===== config.mk =====
export PLATFORM = sky130hd
export DESIGN_NAME = bankers_safety_allocator
export DESIGN_NICKNAME = d
export VERILOG_FILES = /design/src/design/bsa_pkg.sv /design/src/design/bsa_ram.sv /design/src/design/bsa_table.sv /design/src/design/bankers_safety_allocator.sv
export VERILOG_INCLUDE_DIRS = /design/src /design/src/design
export SDC_FILE = /design/constraint.sdc
export NUM_CORES = 2
export LEC_CHECK = 0
export BUFFER_PORTS_ARGS = -buffer_cell sky130_fd_sc_hd__buf_4
export CORE_MARGIN = 4
export CORE_UTILIZATION = 41
export CTS_CLUSTER_SIZE = 24
export DETAILED_ROUTE_END_ITERATION = 16
export MAX_ROUTING_LAYER = met4
export PLACE_DENSITY = 0.62
export REMOVE_ABC_BUFFERS = 1
export SKIP_CTS_REPAIR_TIMING = 1
export SYNTH_ARGS = -nofsm -noshare
export SYNTH_HDL_FRONTEND = slang
export SYNTH_SLANG_ARGS = --single-unit

===== constraint.sdc =====
create_clock -name clk -period 12.71 [get_ports clk]
set_input_delay 1.271 -clock clk [delete_from_list [all_inputs] [get_ports clk]]
set_output_delay 1.271 -clock clk [all_outputs]
set_load 0.01 [all_outputs]

===== src/design/bankers_safety_allocator_assert.svh =====
// Assertion macros shared by the allocator RTL
`ifndef BANKERS_SAFETY_ALLOCATOR_ASSERT_SVH
`define BANKERS_SAFETY_ALLOCATOR_ASSERT_SVH

// cond holds at every edge out of reset
`define BSA_ASSERT_ALWAYS(label, clk, rst_n, cond) \
    label: assert property (@(posedge clk) disable iff (!rst_n) (cond)) \
        else $error("bankers_safety_allocator: invariant violated");

// same-cycle implication
`define BSA_ASSERT_IMPLIES(label, clk, rst_n, ante, cons) \
    label: assert property (@(posedge clk) disable iff (!rst_n) (ante) |-> (cons)) \
        else $error("bankers_safety_allocator: implication violated");

// next-cycle implication
`define BSA_ASSERT_NEXT(label, clk, rst_n, ante, cons) \
    label: assert property (@(posedge clk) disable iff (!rst_n) (ante) |=> (cons)) \
        else $error("bankers_safety_allocator: sequence violated");

`endif


===== src/design/bsa_pkg.sv =====
package bsa_pkg;

    localparam int VAL_W = 8;
    localparam int SEQ_W = 3;

    typedef enum logic [1:0] {
        CMD_LOAD      = 2'd0,
        CMD_SET_AVAIL = 2'd1,
        CMD_REQUEST   = 2'd2,
        CMD_SAFETY    = 2'd3
    } cmd_t;

    typedef enum logic [2:0] {
        ST_ACCEPTED = 3'd0,
        ST_GRANTED  = 3'd1,
        ST_EXCEEDS  = 3'd2,
        ST_WAIT     = 3'd3,
        ST_UNSAFE   = 3'd4,
        ST_SEQ      = 3'd5,
        ST_NOT_SAFE = 3'd6,
        ST_BAD_LOAD = 3'd7
    } status_t;

endpackage


===== src/design/bsa_ram.sv =====
module bsa_ram #(
    parameter int WIDTH = 64,
    parameter int DEPTH = 8
) (
    input  logic                     clk,
    input  logic                     we,
    input  logic [$clog2(DEPTH)-1:0] waddr,
    input  logic [WIDTH-1:0]         wdata,
    input  logic [$clog2(DEPTH)-1:0] raddr,
    output logic [WIDTH-1:0]         rdata
);

    logic [WIDTH-1:0] mem [DEPTH];
    logic [WIDTH-1:0] rdata_reg;

    always_ff @(posedge clk)
    begin
        if (we)
        begin
            mem[waddr] <= wdata;
        end
        rdata_reg <= mem[raddr];
    end

    assign rdata = rdata_reg;

endmodule


===== src/design/bsa_table.sv =====
module bsa_table #(
    parameter int ROWS  = 8,
    parameter int ROW_W = 64
) (
    input  logic                    clk,
    input  logic                    rst_n,
    input  logic                    we,
    input  logic [$clog2(ROWS)-1:0] waddr,
    input  logic [ROW_W-1:0]        wdata,
    input  logic [$clog2(ROWS)-1:0] raddr,
    output logic [ROW_W-1:0]        rdata
);

    logic [ROWS-1:0]  valid_reg;
    logic [ROWS-1:0]  valid_next;
    logic             rvalid_reg;
    logic [ROW_W-1:0] ram_rdata;

    // rows never written read as zero
    bsa_ram #(
        .WIDTH (ROW_W),
        .DEPTH (ROWS)
    ) u_ram (
        .clk   (clk),
        .we    (we),
        .waddr (waddr),
        .wdata (wdata),
        .raddr (raddr),
        .rdata (ram_rdata)
    );

    always_comb
    begin
        valid_next = valid_reg;
        if (we)
        begin
            valid_next[waddr] = 1'b1;
        end
    end

    always_ff @(posedge clk or negedge rst_n)
    begin
        if (!rst_n)
        begin
            valid_reg  <= '0;
            rvalid_reg <= 1'b0;
        end
        else
        begin
            valid_reg  <= valid_next;
            rvalid_reg <= valid_reg[raddr];
        end
    end

    assign rdata = rvalid_reg ? ram_rdata : '0;

endmodule


===== src/design/bankers_safety_allocator.sv =====
// Banker's-algorithm resource allocator. Claim and held counts live in one
// row per process of a single-port-write RAM (one read per cycle, registered);
// the available vector sits in flip-flops. Set available, a load entry, a
// rejected load and a rejected request each give one item. A safety check,
// alone or behind a tentatively granted request, scans the table one process
// per clock, as set by the single table read port, repeating passes in index
// order while any process finishes. A safe check alone then gives PROCESSES
// sequence items, one per cycle while the output is free; a safe request
// gives one granted item. The output register lets a new command be taken
// while the last result still waits.
module bankers_safety_allocator #(
    parameter int PROCESSES = 8,
    parameter int RESOURCES = 4
) (
    input  logic       clk,
    input  logic       rst_n,
    input  logic       in_valid,
    output logic       in_ready,
    input  logic [1:0] command,
    input  logic [2:0] process,
    input  logic [1:0] resource,
    input  logic [7:0] max_claim,
    input  logic [7:0] held,
    input  logic [7:0] amount,
    input  logic [7:0] request_0,
    input  logic [7:0] request_1,
    input  logic [7:0] request_2,
    input  logic [7:0] request_3,
    output logic       out_valid,
    input  logic       out_ready,
    output logic [2:0] status,
    output logic [2:0] sequence_process,
    output logic       last
);

    import bsa_pkg::*;

    `include "bankers_safety_allocator_assert.svh"

    localparam int PIDX_W = $clog2(PROCESSES);
    localparam int CNT_W  = $clog2(PROCESSES + 1);
    localparam int WORK_W = VAL_W + CNT_W;
    localparam int LANE_W = 2 * VAL_W;
    localparam int ROW_W  = LANE_W * RESOURCES;
    localparam logic [PIDX_W-1:0] LAST_IDX = PIDX_W'(PROCESSES - 1);
    localparam logic [CNT_W-1:0]  FULL_CNT = CNT_W'(PROCESSES);

    typedef enum logic [5:0] {
        S_IDLE    = 6'b000001,
        S_LOAD_RD = 6'b000010,
        S_REQ_RD  = 6'b000100,
        S_CHECK   = 6'b001000,
        S_RESP    = 6'b010000,
        S_EMIT    = 6'b100000
    } state_t;

    state_t              state_reg, state_next;
    logic                mode_req_reg, mode_req_next;
    logic [PIDX_W-1:0]   proc_reg, proc_next;
    logic [1:0]          res_reg, res_next;
    logic [VAL_W-1:0]    claim_in_reg, claim_in_next;
    logic [VAL_W-1:0]    held_in_reg, held_in_next;
    logic [VAL_W-1:0]    req_reg [RESOURCES];
    logic [VAL_W-1:0]    req_next [RESOURCES];
    logic [ROW_W-1:0]    old_row_reg, old_row_next;
    logic [VAL_W-1:0]    avail_reg [RESOURCES];
    logic [VAL_W-1:0]    avail_next [RESOURCES];
    logic [WORK_W-1:0]   work_reg [RESOURCES];
    logic [WORK_W-1:0]   work_next [RESOURCES];
    logic [PROCESSES-1:0] done_reg, done_next;
    logic [CNT_W-1:0]    count_reg, count_next;
    logic                progress_reg, progress_next;
    logic [PIDX_W-1:0]   issue_idx_reg, issue_idx_next;
    logic                rd_pend_reg, rd_pend_next;
    logic [PIDX_W-1:0]   rd_idx_reg, rd_idx_next;
    logic [PIDX_W-1:0]   order_reg [PROCESSES];
    logic [PIDX_W-1:0]   order_next [PROCESSES];
    logic [PIDX_W-1:0]   emit_idx_reg, emit_idx_next;
    status_t             resp_reg, resp_next;
    logic                out_valid_reg, out_valid_next;
    status_t             out_status_reg, out_status_next;
    logic [SEQ_W-1:0]    out_seq_reg, out_seq_next;
    logic                out_last_reg, out_last_next;

    logic                mem_we;
    logic [PIDX_W-1:0]   mem_waddr;
    logic [ROW_W-1:0]    mem_wdata;
    logic [PIDX_W-1:0]   mem_raddr;
    logic [ROW_W-1:0]    mem_rdata;
    logic [VAL_W-1:0]    req_in [4];

    assign req_in[0] = request_0;
    assign req_in[1] = request_1;
    assign req_in[2] = request_2;
    assign req_in[3] = request_3;

    bsa_table #(
        .ROWS  (PROCESSES),
        .ROW_W (ROW_W)
    ) u_table (
        .clk   (clk),
        .rst_n (rst_n),
        .we    (mem_we),
        .waddr (mem_waddr),
        .wdata (mem_wdata),
        .raddr (mem_raddr),
        .rdata (mem_rdata)
    );

    always_comb
    begin
        logic [VAL_W-1:0]  c8;
        logic [VAL_W-1:0]  h8;
        logic [VAL_W-1:0]  need8;
        logic [WORK_W-1:0] needw;
        logic              fail;
        status_t           fail_st;
        logic              fits;
        logic [CNT_W-1:0]  cnt_v;
        logic              prog_v;
        logic              finish_safe;
        logic              finish_unsafe;
        logic              out_free;

        state_next      = state_reg;
        mode_req_next   = mode_req_reg;
        proc_next       = proc_reg;
        res_next        = res_reg;
        claim_in_next   = claim_in_reg;
        held_in_next    = held_in_reg;
        req_next        = req_reg;
        old_row_next    = old_row_reg;
        avail_next      = avail_reg;
        work_next       = work_reg;
        done_next       = done_reg;
        count_next      = count_reg;
        progress_next   = progress_reg;
        issue_idx_next  = issue_idx_reg;
        rd_pend_next    = 1'b0;
        rd_idx_next     = rd_idx_reg;
        order_next      = order_reg;
        emit_idx_next   = emit_idx_reg;
        resp_next       = resp_reg;
        out_valid_next  = out_valid_reg;
        out_status_next = out_status_reg;
        out_seq_next    = out_seq_reg;
        out_last_next   = out_last_reg;
        mem_we          = 1'b0;
        mem_waddr       = proc_reg;
        mem_wdata       = mem_rdata;
        mem_raddr       = proc_reg;
        fail            = 1'b0;
        fail_st         = ST_ACCEPTED;
        fits            = 1'b0;
        cnt_v           = count_reg;
        prog_v          = progress_reg;
        finish_safe     = 1'b0;
        finish_unsafe   = 1'b0;
        c8              = '0;
        h8              = '0;
        need8           = '0;
        needw           = '0;

        if (out_valid_reg && out_ready)
        begin
            out_valid_next = 1'b0;
        end
        out_free = !out_valid_reg || out_ready;

        unique case (state_reg)
            S_IDLE:
            begin
                mem_raddr = PIDX_W'(process);
                if (in_valid)
                begin
                    proc_next     = PIDX_W'(process);
                    res_next      = resource;
                    claim_in_next = max_claim;
                    held_in_next  = held;
                    for (int r = 0; r < RESOURCES; r++)
                    begin
                        req_next[r] = req_in[r];
                    end
                    unique case (cmd_t'(command))
                        CMD_LOAD:
                        begin
                            if (int'(process) >= PROCESSES || int'(resource) >= RESOURCES
                                || held > max_claim)
                            begin
                                resp_next  = ST_BAD_LOAD;
                                state_next = S_RESP;
                            end
                            else
                            begin
                                state_next = S_LOAD_RD;
                            end
                        end
                        CMD_SET_AVAIL:
                        begin
                            if (int'(resource) >= RESOURCES)
                            begin
                                resp_next = ST_BAD_LOAD;
                            end
                            else
                            begin
                                for (int r = 0; r < RESOURCES; r++)
                                begin
                                    if (int'(resource) == r)
                                    begin
                                        avail_next[r] = amount;
                                    end
                                end
                                resp_next = ST_ACCEPTED;
                            end
                            state_next = S_RESP;
                        end
                        CMD_REQUEST:
                        begin
                            if (int'(process) >= PROCESSES)
                            begin
                                resp_next  = ST_EXCEEDS;
                                state_next = S_RESP;
                            end
                            else
                            begin
                                state_next = S_REQ_RD;
                            end
                        end
                        CMD_SAFETY:
                        begin
                            for (int r = 0; r < RESOURCES; r++)
                            begin
                                work_next[r] = WORK_W'(avail_reg[r]);
                            end
                            mode_req_next  = 1'b0;
                            done_next      = '0;
                            count_next     = '0;
                            progress_next  = 1'b0;
                            issue_idx_next = '0;
                            state_next     = S_CHECK;
                        end
                        default:
                        begin
                            state_next = S_IDLE;
                        end
                    endcase
                end
            end

            S_LOAD_RD:
            begin
                mem_we    = 1'b1;
                mem_wdata = mem_rdata;
                for (int r = 0; r < RESOURCES; r++)
                begin
                    if (int'(res_reg) == r)
                    begin
                        mem_wdata[r*LANE_W +: VAL_W]         = claim_in_reg;
                        mem_wdata[r*LANE_W + VAL_W +: VAL_W] = held_in_reg;
                    end
                end
                resp_next  = ST_ACCEPTED;
                state_next = S_RESP;
            end

            S_REQ_RD:
            begin
                for (int r = 0; r < RESOURCES; r++)
                begin
                    c8    = mem_rdata[r*LANE_W +: VAL_W];
                    h8    = mem_rdata[r*LANE_W + VAL_W +: VAL_W];
                    need8 = c8 - h8;
                    if (!fail)
                    begin
                        if (req_reg[r] > need8)
                        begin
                            fail    = 1'b1;
                            fail_st = ST_EXCEEDS;
                        end
                        else if (req_reg[r] > avail_reg[r])
                        begin
                            fail    = 1'b1;
                            fail_st = ST_WAIT;
                        end
                    end
                end
                if (fail)
                begin
                    resp_next  = fail_st;
                    state_next = S_RESP;
                end
                else
                begin
                    mem_we       = 1'b1;
                    mem_wdata    = mem_rdata;
                    old_row_next = mem_rdata;
                    for (int r = 0; r < RESOURCES; r++)
                    begin
                        h8 = mem_rdata[r*LANE_W + VAL_W +: VAL_W];
                        mem_wdata[r*LANE_W + VAL_W +: VAL_W] = h8 + req_reg[r];
                        avail_next[r] = avail_reg[r] - req_reg[r];
                        work_next[r]  = WORK_W'(avail_reg[r] - req_reg[r]);
                    end
                    mode_req_next  = 1'b1;
                    done_next      = '0;
                    count_next     = '0;
                    progress_next  = 1'b0;
                    issue_idx_next = '0;
                    state_next     = S_CHECK;
                end
            end

            S_CHECK:
            begin
                // one row read per cycle; the compare works on the registered read data, flagged by rd_pend_reg
                mem_raddr      = issue_idx_reg;
                issue_idx_next = (issue_idx_reg == LAST_IDX) ? '0 : issue_idx_reg + 1'b1;
                rd_pend_next   = 1'b1;
                rd_idx_next    = issue_idx_reg;
                if (rd_pend_reg)
                begin
                    fits = !done_reg[rd_idx_reg];
                    for (int r = 0; r < RESOURCES; r++)
                    begin
                        c8    = mem_rdata[r*LANE_W +: VAL_W];
                        h8    = mem_rdata[r*LANE_W + VAL_W +: VAL_W];
                        needw = WORK_W'(c8) - WORK_W'(h8);
                        if (needw > work_reg[r])
                        begin
                            fits = 1'b0;
                        end
                    end
                    if (fits)
                    begin
                        for (int r = 0; r < RESOURCES; r++)
                        begin
                            h8 = mem_rdata[r*LANE_W + VAL_W +: VAL_W];
                            work_next[r] = work_reg[r] + WORK_W'(h8);
                        end
                        done_next[rd_idx_reg]                = 1'b1;
                        order_next[count_reg[PIDX_W-1:0]]    = rd_idx_reg;
                        cnt_v                                = count_reg + 1'b1;
                        prog_v                               = 1'b1;
                    end
                    count_next    = cnt_v;
                    progress_next = prog_v;
                    if (cnt_v == FULL_CNT)
                    begin
                        finish_safe = 1'b1;
                    end
                    else if (rd_idx_reg == LAST_IDX)
                    begin
                        if (!prog_v)
                        begin
                            finish_unsafe = 1'b1;
                        end
                        progress_next = 1'b0;
                    end
                end
                if (finish_safe)
                begin
                    rd_pend_next = 1'b0;
                    if (mode_req_reg)
                    begin
                        resp_next  = ST_GRANTED;
                        state_next = S_RESP;
                    end
                    else
                    begin
                        emit_idx_next = '0;
                        state_next    = S_EMIT;
                    end
                end
                else if (finish_unsafe)
                begin
                    rd_pend_next = 1'b0;
                    if (mode_req_reg)
                    begin
                        // roll back the tentative grant
                        mem_we    = 1'b1;
                        mem_waddr = proc_reg;
                        mem_wdata = old_row_reg;
                        for (int r = 0; r < RESOURCES; r++)
                        begin
                            avail_next[r] = avail_reg[r] + req_reg[r];
                        end
                        resp_next = ST_UNSAFE;
                    end
                    else
                    begin
                        resp_next = ST_NOT_SAFE;
                    end
                    state_next = S_RESP;
                end
            end

            S_RESP:
            begin
                if (out_free)
                begin
                    out_valid_next  = 1'b1;
                    out_status_next = resp_reg;
                    out_seq_next    = '0;
                    out_last_next   = 1'b1;
                    state_next      = S_IDLE;
                end
            end

            S_EMIT:
            begin
                if (out_free)
                begin
                    out_valid_next  = 1'b1;
                    out_status_next = ST_SEQ;
                    out_seq_next    = SEQ_W'(order_reg[emit_idx_reg]);
                    out_last_next   = (emit_idx_reg == LAST_IDX);
                    emit_idx_next   = emit_idx_reg + 1'b1;
                    if (emit_idx_reg == LAST_IDX)
                    begin
                        state_next = S_IDLE;
                    end
                end
            end

            default:
            begin
                state_next = S_IDLE;
            end
        endcase
    end

    always_ff @(posedge clk or negedge rst_n)
    begin
        if (!rst_n)
        begin
            state_reg     <= S_IDLE;
            mode_req_reg  <= 1'b0;
            done_reg      <= '0;
            count_reg     <= '0;
            progress_reg  <= 1'b0;
            issue_idx_reg <= '0;
            rd_pend_reg   <= 1'b0;
            emit_idx_reg  <= '0;
            out_valid_reg <= 1'b0;
            for (int r = 0; r < RESOURCES; r++)
            begin
                avail_reg[r] <= '0;
            end
        end
        else
        begin
            state_reg     <= state_next;
            mode_req_reg  <= mode_req_next;
            done_reg      <= done_next;
            count_reg     <= count_next;
            progress_reg  <= progress_next;
            issue_idx_reg <= issue_idx_next;
            rd_pend_reg   <= rd_pend_next;
            emit_idx_reg  <= emit_idx_next;
            out_valid_reg <= out_valid_next;
            avail_reg     <= avail_next;
        end
    end

    always_ff @(posedge clk)
    begin
        proc_reg       <= proc_next;
        res_reg        <= res_next;
        claim_in_reg   <= claim_in_next;
        held_in_reg    <= held_in_next;
        req_reg        <= req_next;
        old_row_reg    <= old_row_next;
        work_reg       <= work_next;
        rd_idx_reg     <= rd_idx_next;
        order_reg      <= order_next;
        resp_reg       <= resp_next;
        out_status_reg <= out_status_next;
        out_seq_reg    <= out_seq_next;
        out_last_reg   <= out_last_next;
    end

    assign in_ready         = (state_reg == S_IDLE);
    assign out_valid        = out_valid_reg;
    assign status           = out_status_reg;
    assign sequence_process = out_seq_reg;
    assign last             = out_last_reg;

    `BSA_ASSERT_ALWAYS(a_done_matches_count, clk, rst_n, $countones(done_reg) == count_reg)
    `BSA_ASSERT_IMPLIES(a_emit_after_full_scan, clk, rst_n,
                        state_reg == S_EMIT, count_reg == FULL_CNT)
    `BSA_ASSERT_NEXT(a_accept_leaves_idle, clk, rst_n, in_valid && in_ready, !in_ready)
    `BSA_ASSERT_IMPLIES(a_no_write_when_quiet, clk, rst_n,
                        state_reg == S_IDLE || state_reg == S_RESP || state_reg == S_EMIT,
                        !mem_we)
    `BSA_ASSERT_IMPLIES(a_compare_follows_read, clk, rst_n,
                        rd_pend_reg, $past(state_reg == S_CHECK))

endmodule

==> flow_summary.ini <==
[cts]
max-clock-path-buffers = 3
cts_max_level = 3
cts_tree = built
cts_sinks = 847
clock_latency_ps = 670
cts_root_buf = clkbuf_16
cts_buffers = 90
clk_pin_slew_ps = 60

[global_route]
grt_pass1_vias = 28910
grt_max_degree = 197
grt_pass1_wl_um = 177800
track_usage_pct = 21.94
grt_overflow = 0
antenna_found_initial = 4

[sta]
hold_viol = 0
post-route-min-period_ps = 8768
period_share_pct = 68.98
grt_setup_unrepaired = no
fmax_mhz = 114.1
relSlewSlack_pct = 16.70
layout_setup_ws_ps = 3942
fin_skew_ps = 41.42
tightest_slew_ps = 1236
slew_viol_final = 0
setup-violations-final = 0

[floorplanning]
die-area_mm2 = 0.1093
die_h_um = 330.5
row_count = 118
start_util_pct = 41.27
die_w_um = 330.5
num_io_pins = 76
core_area_mm2 = 0.1033

[placed_design]
globalplace.congestion = 0.9009
dp_hpwl_um = 75920
io_buffers = 75
place_ws_ps = 4065

[critical_path]
rr_startpoint = u_table.rvalid_reg$_DFF_PN0_
start_kind = register
crit_path_end_kind = register
reg2regPathDepth = 27
slowest_stage = nor2_4
critical_path_class = register to register
cp_max_fo = 51
required_ps = 13010
regToRegSetupSlack_ps = 3940
cp.arrival_ps = 9060
cpMostUsedCell = buf_4
max_stage_delay_ps = 940
r2r-end = u_table.u_ram.mem[5][2]$_DFFE_PP_
crit_path_start = u_table.rvalid_reg$_DFF_PN0_

[detailed_routing]
wl_um = 117300
ant_nets = 0
drc = 0
vias = 30290
viasPerCell = 5.585
drt-pass1-iter-count = 5
drt_iter0_markers = 2933
wire_per_inst_um = 21.62
wl_met2_um = 49280
top_layer_used = met4
wl_met1_um = 54430
met3RoutedLength_um = 9582

[synth]
synthesis.area_mm2 = 0.04265
synth.avg_cell_area_um2 = 10.85
ys_warn_count = 0
synth_seq_cells = 847
synth_cells = 3931
synth_top_area_share_pct = 50.27
ys_seq_area_share_pct = 57.33
synth_enable_flop_cells = 714
synth_cell_types = 85
async_flop_share_pct = 8.146
synth_area_leaders = edfxtp_1 (50%), ha_1 (7.0%), nand2_1 (6.6%)
synth-main-ff-cell = edfxtp_1
yosys.area.top_type = edfxtp_1

[power]
power.total_uw = 12640
power_density_mw_per_mm2 = 264.7
leakagePower_uw = 0.01867
irDropWorstVdd_uv = 347.7

[layout]
area_growth_syn_to_layout_pct = 11.93
drive_gt1_share_pct = 8.436
nNetsFinal = 4293
largest_reg_flops = 512

[min_path]
min-delay-start = u_table.valid_reg[0]$_DFFE_PN0P_
min_to = u_table.valid_reg[0]$_DFFE_PN0P_
hold_class = register to register
hold_depth = 1

[flow_run]
drv_cap = 0

[status]
status = completed
worst max-delay path by stage:
stage	cells past startpoint	to	slack (ps)
global placement	27	u_table.u_ram.mem[5][7]$_DFFE_PP_	4230
floorplan	23	u_table.valid_reg[1]$_DFFE_PN0P_	-100
detailed placement	27	u_table.u_ram.mem[5][23]$_DFFE_PP_	4070
finish	27	u_table.u_ram.mem[5][2]$_DFFE_PP_	3940
global route	27	u_table.u_ram.mem[5][38]$_DFFE_PP_	3460
CTS	27	u_table.u_ram.mem[5][46]$_DFFE_PP_	4030
cell families after synthesis:
logic type / count (synthesis) / synth area share, %
flip-flops: 847 / 57.33
AND/OR/NAND/NOR: 1429 / 14.73
AO/OA/AOI/OAI: 772 / 11.69
buffers and inverters: 414 / 3.729
XOR/XNOR: 172 / 3.532
multiplexers: 32 / 0.9622
adder cells (fa/ha/maj): 265 / 8.038
cell usage in the layout, fill, tap and decap left out, types with 17 or more instances in the layout:
cell       count
dfxtp_1       64
a22oi_1       45
o221ai_1      21
clkbuf_16     90
o21ai_0      200
edfxtp_1     714
dfrtp_1       67
nand2b_1      22
nand2_1      743
xor2_1        41
nor3_1        29
o21bai_1      48
fa_1          17
ha_1         240
nor2b_1       32
a21oi_1      235
buf_4        124
a21o_1        50
nor2_1       148
and2_1        19
a31oi_1       18
nand3_1      352
inv_1        229
xnor2_1      131
clkbuf_1      20
routing by layer:
layer  track usage, %  vias to the layer above
met5                -                        -
met4            7.005                        0
met3            3.651                      233
met2            31.07                     1238
met1            32.17                    14630
li1                 -                    14190
synthesized netlist by cell type, drive strengths merged, types with 6 or more instances:
master and instances:
a2111oi 6, a211o 6, a211oi 13, a21o 50, a21oi 236, a221o 16
a221oi 9, a22o 7, a22oi 45, a31oi 18, and2 23, and3 11
buf 45, clkbuf 135, dfrtp 68, dfxtp 64, edfxtp 714, fa 17
ha 240, inv 233, maj3 8, mux2 12, mux2i 14, mux4 6
nand2 748, nand2b 22, nand3 352, nand4 16, nor2 153, nor2b 32
nor3 32, nor3b 9, o211ai 14, o21a 11, o21ai 205, o21bai 48
o221ai 21, o22ai 10, o31ai 10, or2 9, xnor2 131, xor2 41
area by class of cell:
cell class                 instances  area, µm²
fill                            9484      55610
sequential                       847      24450
multi-input combinational       2670      16720
clock buffer                     118       2437
tap                             1380       1727
timing repair buffer             126      970.9
inverter                         234      878.3
clock inverter                    47      554.3
antenna                            2      5.005
metrics by stage:
| step | TNS, ps | area (µm²) | instances | hold slack (ps) | utilization, % |
|---|---|---|---|---|---|
| 2_1_floorplan | -99.02 | 41940 | 3751 | 439.4 | - |
| 3_3_place_gp | 0 | 44740 | 5257 | 451.7 | 43.29 |
| 3_5_place_dp | 0 | 44740 | 5257 | 452.7 | 43.29 |
| 4_1_cts | 0 | 47730 | 5422 | 471.9 | 46.19 |
| 5_1_grt | 0 | 47740 | 5424 | 482.1 | 46.19 |
| 6_report | 0 | 47740 | 5424 | 472.0 | 46.19 |
worst max-delay path, delay by kind of cell (launching register included):
kind                     cells  cell delay, ps
buffers and inverters        5            1980
adder cells (fa/ha/maj)      3             770
AO/OA/AOI/OAI               13            2690
flip-flops                   1             740
AND/OR/NAND/NOR              6            2120
power breakdown:
group	switching (µW)	leakage (µW)	total, µW	internal, µW
logic	3780	0.00927	5950	2180
registers	377	0.00796	4010	3640
clock network	1120	0.00145	2670	1540
total	5280	0.0187	12600	7360
No activity file was read; power rests on OpenSTA's default activity.
